File: config.mk
export PLATFORM = sky130hd
export DESIGN_NAME = modular_exponentiation_core_flat
export DESIGN_NICKNAME = d
export VERILOG_FILES = /design/src/sv/modexp_pkg.sv /design/src/sv/modexp_if.sv /design/src/sv/modexp_mulmod.sv /design/src/sv/modexp_datapath.sv /design/src/sv/modexp_ctrl.sv /design/src/sv/modular_exponentiation_core.sv /design/src/flat_wrapper.sv
export SDC_FILE = /design/constraint.sdc
export NUM_CORES = 1
export LEC_CHECK = 0
export BUFFER_PORTS_ARGS = -buffer_cell sky130_fd_sc_hd__buf_4
export CAP_MARGIN = 20
export CORE_MARGIN = 3
export CORE_UTILIZATION = 35
export CTS_BUF_LIST = sky130_fd_sc_hd__clkbuf_16
export CTS_CLUSTER_SIZE = 14
export DETAILED_ROUTE_END_ITERATION = 12
export REMOVE_ABC_BUFFERS = 1
export SLEW_MARGIN = 20
export SYNTH_ARGS = -nofsm -noshare
export SYNTH_HDL_FRONTEND = slang
export SYNTH_SLANG_ARGS = --single-unit
export TNS_END_PERCENT = 1
File: constraint.sdc
create_clock -name clk -period 15.8 [get_ports clk]
set_input_delay 0 -clock clk [delete_from_list [all_inputs] [get_ports clk]]
set_output_delay 0 -clock clk [all_outputs]
set_load 0.02 [all_outputs]
File: src/sv/modexp_pkg.sv
// Shared types for the modular exponentiation core: controller states, commands and status.
package modexp_pkg;

    typedef enum logic [5:0] {
        ST_IDLE   = 6'b000001,
        ST_LOAD   = 6'b000010,
        ST_REDUCE = 6'b000100,
        ST_STEP   = 6'b001000,
        ST_MULT   = 6'b010000,
        ST_SQUARE = 6'b100000
    } state_t;

    typedef enum logic [1:0] {
        OP_REDUCE = 2'd0,
        OP_MULT   = 2'd1,
        OP_SQUARE = 2'd2,
        OP_EMIT   = 2'd3
    } op_t;

    typedef struct packed {
        logic load;
        logic mul_start;
        op_t  mul_op;
        logic write_x;
        logic write_res;
        logic shift_exp;
        logic emit;
    } cmd_t;

    typedef struct packed {
        logic mul_done;
        logic exp_zero;
        logic exp_lsb;
        logic out_free;
    } status_t;

endpackage

File: src/sv/modexp_if.sv
// Valid/ready channel interfaces for the input and result items.
interface modexp_in_if #(
    parameter int WORD_BITS = 32
) ();
    logic                 valid;
    logic                 ready;
    logic [WORD_BITS-1:0] base;
    logic [WORD_BITS-1:0] exponent;

    modport source (output valid, output base, output exponent, input ready);
    modport sink   (input valid, input base, input exponent, output ready);
endinterface

interface modexp_out_if #(
    parameter int WORD_BITS = 32
) ();
    logic                 valid;
    logic                 ready;
    logic [WORD_BITS-1:0] result;

    modport source (output valid, output result, input ready);
    modport sink   (input valid, input result, output ready);
endinterface

File: src/sv/modexp_mulmod.sv
// Bit-serial interleaved modular multiplier, one multiplier bit per cycle.
module modexp_mulmod #(
    parameter int WORD_BITS = 32
) (
    input  logic                 clk,
    input  logic                 rst_n,
    input  logic                 start,
    input  logic [WORD_BITS-1:0] addend,
    input  logic [WORD_BITS-1:0] scan,
    input  logic [WORD_BITS-1:0] modulus,
    output logic                 done,
    output logic [WORD_BITS-1:0] product
);

    localparam int CW = $clog2(WORD_BITS);

    logic                 busy_reg, busy_next;
    logic                 done_reg, done_next;
    logic [CW-1:0]        cnt_reg, cnt_next;
    logic [WORD_BITS-1:0] acc_reg, acc_next;
    logic [WORD_BITS-1:0] addend_reg, addend_next;
    logic [WORD_BITS-1:0] scan_reg, scan_next;

    logic [WORD_BITS:0]   dbl;
    logic [WORD_BITS-1:0] dbl_red;
    logic [WORD_BITS:0]   sum;
    logic [WORD_BITS-1:0] sum_red;
    logic                 mod_on;

    assign mod_on = (modulus != '0);

    always_comb
    begin
        dbl = {acc_reg, 1'b0};
        if (mod_on && (dbl >= {1'b0, modulus}))
        begin
            dbl_red = WORD_BITS'(dbl - {1'b0, modulus});
        end
        else
        begin
            dbl_red = dbl[WORD_BITS-1:0];
        end
        sum = {1'b0, dbl_red} + (scan_reg[WORD_BITS-1] ? {1'b0, addend_reg} : '0);
        if (mod_on && (sum >= {1'b0, modulus}))
        begin
            sum_red = WORD_BITS'(sum - {1'b0, modulus});
        end
        else
        begin
            sum_red = sum[WORD_BITS-1:0];
        end
    end

    always_comb
    begin
        busy_next   = busy_reg;
        done_next   = 1'b0;
        cnt_next    = cnt_reg;
        acc_next    = acc_reg;
        addend_next = addend_reg;
        scan_next   = scan_reg;
        if (start)
        begin
            busy_next   = 1'b1;
            cnt_next    = CW'(WORD_BITS - 1);
            acc_next    = '0;
            addend_next = addend;
            scan_next   = scan;
        end
        else if (busy_reg)
        begin
            acc_next  = sum_red;
            scan_next = {scan_reg[WORD_BITS-2:0], 1'b0};
            cnt_next  = cnt_reg - CW'(1);
            if (cnt_reg == '0)
            begin
                busy_next = 1'b0;
                done_next = 1'b1;
            end
        end
    end

    always_ff @(posedge clk or negedge rst_n)
    begin
        if (!rst_n)
        begin
            busy_reg <= 1'b0;
            done_reg <= 1'b0;
            cnt_reg  <= '0;
        end
        else
        begin
            busy_reg <= busy_next;
            done_reg <= done_next;
            cnt_reg  <= cnt_next;
        end
    end

    always_ff @(posedge clk)
    begin
        acc_reg    <= acc_next;
        addend_reg <= addend_next;
        scan_reg   <= scan_next;
    end

    assign done    = done_reg;
    assign product = acc_reg;

endmodule

File: src/sv/modexp_datapath.sv
// Datapath: modulus register, operand registers, exponent shifter and result register.
module modexp_datapath #(
    parameter int WORD_BITS = 32
) (
    input  logic                 clk,
    input  logic                 rst_n,
    input  logic                 cfg_we,
    input  logic [WORD_BITS-1:0] cfg_wdata,
    input  logic [WORD_BITS-1:0] base,
    input  logic [WORD_BITS-1:0] exponent,
    input  logic                 out_ready,
    output logic                 out_valid,
    output logic [WORD_BITS-1:0] result,
    input  modexp_pkg::cmd_t     cmd,
    output modexp_pkg::status_t  status
);

    logic [WORD_BITS-1:0] modulus_reg;
    logic [WORD_BITS-1:0] x_reg, x_next;
    logic [WORD_BITS-1:0] res_reg, res_next;
    logic [WORD_BITS-1:0] exp_reg, exp_next;
    logic [WORD_BITS-1:0] out_reg, out_next;
    logic                 out_valid_reg, out_valid_next;
    logic [WORD_BITS-1:0] mul_addend;
    logic [WORD_BITS-1:0] mul_scan;
    logic [WORD_BITS-1:0] product;
    logic                 mul_done;

    always_comb
    begin
        unique case (cmd.mul_op)
            modexp_pkg::OP_REDUCE:
            begin
                mul_addend = WORD_BITS'(1);
                mul_scan   = x_reg;
            end
            modexp_pkg::OP_MULT:
            begin
                mul_addend = res_reg;
                mul_scan   = x_reg;
            end
            default:
            begin
                mul_addend = x_reg;
                mul_scan   = x_reg;
            end
        endcase
    end

    modexp_mulmod #(
        .WORD_BITS(WORD_BITS)
    ) u_mulmod (
        .clk     (clk),
        .rst_n   (rst_n),
        .start   (cmd.mul_start),
        .addend  (mul_addend),
        .scan    (mul_scan),
        .modulus (modulus_reg),
        .done    (mul_done),
        .product (product)
    );

    always_comb
    begin
        x_next         = x_reg;
        res_next       = res_reg;
        exp_next       = exp_reg;
        out_next       = out_reg;
        out_valid_next = out_valid_reg && !out_ready;
        if (cmd.load)
        begin
            x_next   = base;
            exp_next = exponent;
            if ((exponent != '0) && (modulus_reg == WORD_BITS'(1)))
            begin
                res_next = '0;
            end
            else
            begin
                res_next = WORD_BITS'(1);
            end
        end
        if (cmd.write_x)
        begin
            x_next = product;
        end
        if (cmd.write_res)
        begin
            res_next = product;
        end
        if (cmd.shift_exp)
        begin
            exp_next = exp_reg >> 1;
        end
        if (cmd.emit)
        begin
            out_next       = res_reg;
            out_valid_next = 1'b1;
        end
    end

    always_ff @(posedge clk or negedge rst_n)
    begin
        if (!rst_n)
        begin
            modulus_reg   <= WORD_BITS'(1);
            out_valid_reg <= 1'b0;
        end
        else
        begin
            if (cfg_we)
            begin
                modulus_reg <= cfg_wdata;
            end
            out_valid_reg <= out_valid_next;
        end
    end

    always_ff @(posedge clk)
    begin
        x_reg   <= x_next;
        res_reg <= res_next;
        exp_reg <= exp_next;
        out_reg <= out_next;
    end

    assign out_valid       = out_valid_reg;
    assign result          = out_reg;
    assign status.mul_done = mul_done;
    assign status.exp_zero = (exp_reg == '0);
    assign status.exp_lsb  = exp_reg[0];
    assign status.out_free = !out_valid_reg || out_ready;

endmodule

File: src/sv/modexp_ctrl.sv
// Controller state machine that sequences reduction, multiply and square steps.
module modexp_ctrl (
    input  logic                clk,
    input  logic                rst_n,
    input  logic                in_valid,
    input  logic                in_exp_zero,
    output logic                in_ready,
    input  modexp_pkg::status_t status,
    output modexp_pkg::cmd_t    cmd
);

    modexp_pkg::state_t state_reg, state_next;
    logic               emit_pending;

    assign in_ready     = (state_reg == modexp_pkg::ST_IDLE);
    assign emit_pending = (state_reg == modexp_pkg::ST_STEP) && status.exp_zero;

    always_comb
    begin
        state_next    = state_reg;
        cmd           = '0;
        cmd.mul_op    = modexp_pkg::OP_REDUCE;
        unique case (state_reg)
            modexp_pkg::ST_IDLE:
            begin
                if (in_valid)
                begin
                    cmd.load = 1'b1;
                    if (in_exp_zero)
                    begin
                        state_next = modexp_pkg::ST_STEP;
                    end
                    else
                    begin
                        state_next = modexp_pkg::ST_LOAD;
                    end
                end
            end
            modexp_pkg::ST_LOAD:
            begin
                cmd.mul_start = 1'b1;
                cmd.mul_op    = modexp_pkg::OP_REDUCE;
                state_next    = modexp_pkg::ST_REDUCE;
            end
            modexp_pkg::ST_REDUCE:
            begin
                cmd.mul_op = modexp_pkg::OP_REDUCE;
                if (status.mul_done)
                begin
                    cmd.write_x = 1'b1;
                    state_next  = modexp_pkg::ST_STEP;
                end
            end
            modexp_pkg::ST_STEP:
            begin
                if (emit_pending)
                begin
                    cmd.mul_op = modexp_pkg::OP_EMIT;
                    if (status.out_free)
                    begin
                        cmd.emit   = 1'b1;
                        state_next = modexp_pkg::ST_IDLE;
                    end
                end
                else if (status.exp_lsb)
                begin
                    cmd.mul_start = 1'b1;
                    cmd.mul_op    = modexp_pkg::OP_MULT;
                    state_next    = modexp_pkg::ST_MULT;
                end
                else
                begin
                    cmd.mul_start = 1'b1;
                    cmd.mul_op    = modexp_pkg::OP_SQUARE;
                    state_next    = modexp_pkg::ST_SQUARE;
                end
            end
            modexp_pkg::ST_MULT:
            begin
                cmd.mul_op = modexp_pkg::OP_MULT;
                if (status.mul_done)
                begin
                    cmd.write_res = 1'b1;
                    cmd.mul_start = 1'b1;
                    cmd.mul_op    = modexp_pkg::OP_SQUARE;
                    state_next    = modexp_pkg::ST_SQUARE;
                end
            end
            modexp_pkg::ST_SQUARE:
            begin
                cmd.mul_op = modexp_pkg::OP_SQUARE;
                if (status.mul_done)
                begin
                    cmd.write_x   = 1'b1;
                    cmd.shift_exp = 1'b1;
                    state_next    = modexp_pkg::ST_STEP;
                end
            end
            default:
            begin
                state_next = modexp_pkg::ST_IDLE;
            end
        endcase
    end

    always_ff @(posedge clk or negedge rst_n)
    begin
        if (!rst_n)
        begin
            state_reg <= modexp_pkg::ST_IDLE;
        end
        else
        begin
            state_reg <= state_next;
        end
    end

endmodule

File: src/sv/modular_exponentiation_core.sv
// Top level of the modular exponentiation core: controller, datapath and channel hookup.
//
// The core computes base to the power exponent modulo a modulus register by
// right-to-left square-and-multiply. The modulus is written through cfg_we and
// cfg_wdata; the user must write it only while the core is idle (not enforced by
// the core). A modulus of zero means arithmetic modulo two to the word width.
// Items enter on in_ch and results leave on out_ch, both valid/ready channels.
// One item is worked on at a time. An exponent of zero offers 1 on out_ch with
// no multiplication, once the output register is free. Otherwise the base is
// first reduced by the modulus, and each exponent bit up to the highest set bit
// costs one square plus one multiply when the bit is set, all on a single
// bit-serial modular multiplier that retires one bit per cycle; the result is
// offered once the exponent has shifted to zero and the output register is free.
// A finished result sits in an output register, so a new item is accepted while
// the receiver stalls; the core only waits when a second result is ready
// before the first has been taken.
// Reset sets the modulus to 1, empties the output register and returns the
// controller to idle.
module modular_exponentiation_core #(
    parameter int WORD_BITS = 32
) (
    input  logic                 clk,
    input  logic                 rst_n,
    input  logic                 cfg_we,
    input  logic [WORD_BITS-1:0] cfg_wdata,
    modexp_in_if.sink            in_ch,
    modexp_out_if.source         out_ch
);

    modexp_pkg::cmd_t    cmd;
    modexp_pkg::status_t status;

    modexp_ctrl u_ctrl (
        .clk         (clk),
        .rst_n       (rst_n),
        .in_valid    (in_ch.valid),
        .in_exp_zero (in_ch.exponent == '0),
        .in_ready    (in_ch.ready),
        .status      (status),
        .cmd         (cmd)
    );

    modexp_datapath #(
        .WORD_BITS(WORD_BITS)
    ) u_datapath (
        .clk       (clk),
        .rst_n     (rst_n),
        .cfg_we    (cfg_we),
        .cfg_wdata (cfg_wdata),
        .base      (in_ch.base),
        .exponent  (in_ch.exponent),
        .out_ready (out_ch.ready),
        .out_valid (out_ch.valid),
        .result    (out_ch.result),
        .cmd       (cmd),
        .status    (status)
    );

endmodule

File: src/flat_wrapper.sv
// flat-port wrapper written by rule: the top's interface ports become plain ports
module modular_exponentiation_core_flat 
#(
    parameter int WORD_BITS = 32
)
  (clk, rst_n, cfg_we, cfg_wdata, in_ch_valid, in_ch_base, in_ch_exponent, in_ch_ready, out_ch_valid, out_ch_result, out_ch_ready);
  modexp_in_if #(.WORD_BITS(WORD_BITS)) in_ch_i ();
  modexp_out_if #(.WORD_BITS(WORD_BITS)) out_ch_i ();
  input  logic clk;
  input  logic rst_n;
  input  logic cfg_we;
  input  logic [WORD_BITS-1:0] cfg_wdata;
  input wire logic [$bits(in_ch_i.valid)-1:0] in_ch_valid;
  input wire logic [$bits(in_ch_i.base)-1:0] in_ch_base;
  input wire logic [$bits(in_ch_i.exponent)-1:0] in_ch_exponent;
  output wire logic [$bits(in_ch_i.ready)-1:0] in_ch_ready;
  output wire logic [$bits(out_ch_i.valid)-1:0] out_ch_valid;
  output wire logic [$bits(out_ch_i.result)-1:0] out_ch_result;
  input wire logic [$bits(out_ch_i.ready)-1:0] out_ch_ready;
  assign in_ch_i.valid = in_ch_valid;
  assign in_ch_i.base = in_ch_base;
  assign in_ch_i.exponent = in_ch_exponent;
  assign in_ch_ready = in_ch_i.ready;
  assign out_ch_valid = out_ch_i.valid;
  assign out_ch_result = out_ch_i.result;
  assign out_ch_i.ready = out_ch_ready;
  modular_exponentiation_core #(.WORD_BITS(WORD_BITS)) u_core (.clk(clk), .rst_n(rst_n), .cfg_we(cfg_we), .cfg_wdata(cfg_wdata), .in_ch(in_ch_i), .out_ch(out_ch_i));
endmodule
==> results by group <==
Critical path
  – Largest fanout on the critical path: 16
  – Data required, critical path: 16200 ps
  – Worst path slowest cell: o31ai_1
  – Startpoint types: register
  – CP endpoint kind: register
  – Worst Reg-to-Reg Cells: 32
  – Slowest Stage Delay on Critical Path: 700 ps
  – R2r setup slk: 6660 ps
  – RR Endpoint: u_core.u_datapath.u_mulmod.product[12]
  – Worst EP arrival: 9530 ps
  – Reg2reg start: u_core.u_datapath.modulus_reg[10]
  – Critical path class: reg -> reg

Routing
  – # DRC: 0
  – Vias per inst: 5.57
  – ANT nets after route: 0
  – DR pass1 iterations: 5
  – Vias: 14287
  – Routed Wire Length: 56.5 mm
  – Wire length per cell: 22.0 µm
  – Iter 0 DRT Violations: 1330

Yosys
  – Fraction of registers with async set/reset: 17.0%
  – Cell Area, Synth: 16700 µm²
  – Synth top area share: 34.3%
  – EDFF count, synth: 191
  – Cells after Synth: 1673
  – Mean Syn Cell Area: 9.99 µm²
  – Cell variety after synth: 79
  – Seq/Total Area, Yosys: 45.2%
  – Leading register cell type out of synthesis: edfxtp_1
  – Yosys top cell by area: edfxtp_1
  – Post-synthesis register bit count: 270
  – Top cells by area, synth: edfxtp_1 (34%), ha_1 (7.3%), dfrtp_1 (6.6%), mux2_2 (5.8%), nand2_1 (4.8%)
  – Yosys Warn Count: 0

Timing
  – FMAX: 0.109 GHz
  – RSZ-0062 raised after global routing: false
  – Final setup vio count: 0
  – Worst slew margin: 24.4%
  – Setup TNS: 0 ps
  – Actual slew at the worst max-slew pin: 1120 ps
  – Max Clock Skew: 31.3 ps
  – Min cycle time layout: 9140 ps
  – Final worst-path cycle share: 57.8%
  – Max-slew violations: 0
  – Final hold violation count: 0

Final layout
  – # fillers: 4536
  – Final core occ: 44.4%
  – Nets@finish: 2136
  – Area Growth Syn to Fin: 24.4%
  – Share of layout cells above drive strength 1: 15.8%
  – FF/Latch Area: 7550 µm²
  – Multi-input logic area: 8670 µm²

Floorplanning
  – Core ar.: 46900 µm²
  – Overall die width: 225 µm
  – Total die area: 50400 µm²
  – Die height: 225 µm
  – Initial Util: 35.7%
  – Row Count: 79
  – I/O pin total: 135

Clock tree
  – CTS tree: built
  – Clk root buf: clkbuf_16
  – H-tree depth: 2
  – Clock-pin slew of the registers on the worst-case setup and hold paths: 60 ps
  – Maximum root-to-sink buffer count: 3
  – Clk_lat worst skew: 560 ps
  – Hold buffer count at cts: 142
  – CTS sink cnt: 270
  – Setup bufs post-CTS: 0
  – PostCTS Resize Cnt: 0
  – Total CTS buffers: 34

Global route
  – Number of global-route vias before repair: 14509
  – Largest net degree at the start of global routing: 65
  – First-pass GRT wire length: 86.6 mm
  – Initial antenna violation count: 2
  – All-Layer GR Usage: 22.3%
  – Total congestion overflow: 0

Flow run
  – Max-Cap Viols: 0

Placed design
  – Gp weighted congestion: 0.978
  – Detailed Place HPWL: 41.1 mm
  – # port buffers: 134

Status
  – Status: completed

Hold path
  – Type of the most critical hold path: in -> async
[cell families after synthesis]
logic type                 count (synthesis)  share of synthesized area (%)
muxes                                    111                           7.29
adders and majority gates                101                           7.70
xor gates and xnor gates                  77                           4.03
buffers and inverters                    136                           3.23
DFF                                      270                           45.2
and+or+nand+nor                          563                           16.4
AOI/OAI and AO/OA                        415                           16.2
[synth_stat cells, types with 8 or more instances]
master,n
ha_1,98
xor2_1,28
a211oi_1,28
mux2_2,86
o21ai_0,107
a21oi_1,97
clkbuf_1,53
nand4_1,23
nor4_1,30
nor2b_1,12
o31ai_1,11
dfrtp_1,44
or3_1,16
nand3_1,22
nand2_1,213
or2_2,8
xnor2_1,49
inv_1,68
nor3_1,26
and3_1,38
mux2i_1,25
nand2b_1,15
nor2_1,95
a21o_1,36
a22o_1,32
edfxtp_1,191
and2_1,44
o21bai_1,8
dfxtp_1,33
a31oi_1,21
o211ai_1,10
o21a_1,14
[worst max-delay path, delay by kind of cell, from the launching register on]
| family | cells | cell delay (ps) |
|---|---|---|
| xor gates and xnor gates | 1 | 160 |
| adders and majority gates | 4 | 1190 |
| buffers and inverters | 4 | 1100 |
| AOI/OAI and AO/OA | 14 | 4320 |
| muxes | 2 | 500 |
| and+or+nand+nor | 7 | 1320 |
| DFF | 1 | 370 |
[through the flow]
| stage | std cells | setup WS (ps) | instance area, µm² | hold slack (ps) |
|---|---|---|---|---|
| after detailed placement | 2363 | 6660 | 18400 | 78.3 |
| after global placement | 2362 | 6810 | 18400 | 70.9 |
| after global routing | 2565 | 6270 | 20800 | 53.2 |
| after floorplan | 1606 | 7320 | 16400 | -296 |
| after CTS | 2564 | 6680 | 20800 | 0.297 |
| final | 2566 | 6660 | 20800 | 29.8 |
[per-layer routing]
layer | global-route usage (%) | vias up | share of wire, %
met3 | 3.54 | 100 | 6.1
met4 | 5.91 | 0 | 2.6
met2 | 36.3 | 470 | 46
met1 | 31.2 | 6975 | 46
li1 | - | 6742 | -
met5 | 0 | - | 0
[placed cells by master (no fill, tap or decap), types with 26 or more instances in the layout]
master / count
nand2_1: 212
edfxtp_1: 191
buf_4: 149
dlygate4sd3_1: 142
o21ai_0: 107
ha_1: 98
a21oi_1: 96
nor2_1: 95
mux2_2: 86
inv_1: 74
xnor2_1: 49
and2_1: 44
dfrtp_1: 43
and3_1: 37
a21o_1: 36
clkbuf_16: 34
dfxtp_1: 33
a22o_1: 32
nor4_1: 30
xor2_1: 28
a211oi_1: 28
nor3_1: 26
[layout make-up]
class | count | share of cell area, %
diodes | 2 | 0.0241
clock buffers | 34 | 4.09
clock inverters | 25 | 0.668
inverters | 69 | 1.25
multi-input cells | 1267 | 41.7
flip-flops and latches | 270 | 36.3
well taps | 607 | 3.65
repair buffers | 292 | 12.3
[how the worst max path moves through the flow]
stage / start / to / slack (ps) / cells past startpoint
3_5_place_dp: u_core.u_datapath.modulus_reg[10] / u_core.u_datapath.u_mulmod.product[14] / 6660 / 32
6_report: u_core.u_datapath.modulus_reg[10] / u_core.u_datapath.u_mulmod.product[12] / 6660 / 32
5_1_grt: u_core.u_datapath.modulus_reg[10] / u_core.u_datapath.u_mulmod.product[14] / 6270 / 32
3_3_place_gp: u_core.u_datapath.modulus_reg[10] / u_core.u_datapath.u_mulmod.product[14] / 6810 / 32
4_1_cts: u_core.u_datapath.modulus_reg[10] / u_core.u_datapath.u_mulmod.product[12] / 6680 / 32
2_1_floorplan: u_core.u_datapath.modulus_reg[1] / u_core.u_datapath.u_mulmod.product[12] / 7320 / 26
Power is not shown: default switching activity piles up to over one toggle a cycle in this logic, so the estimate is an artifact.
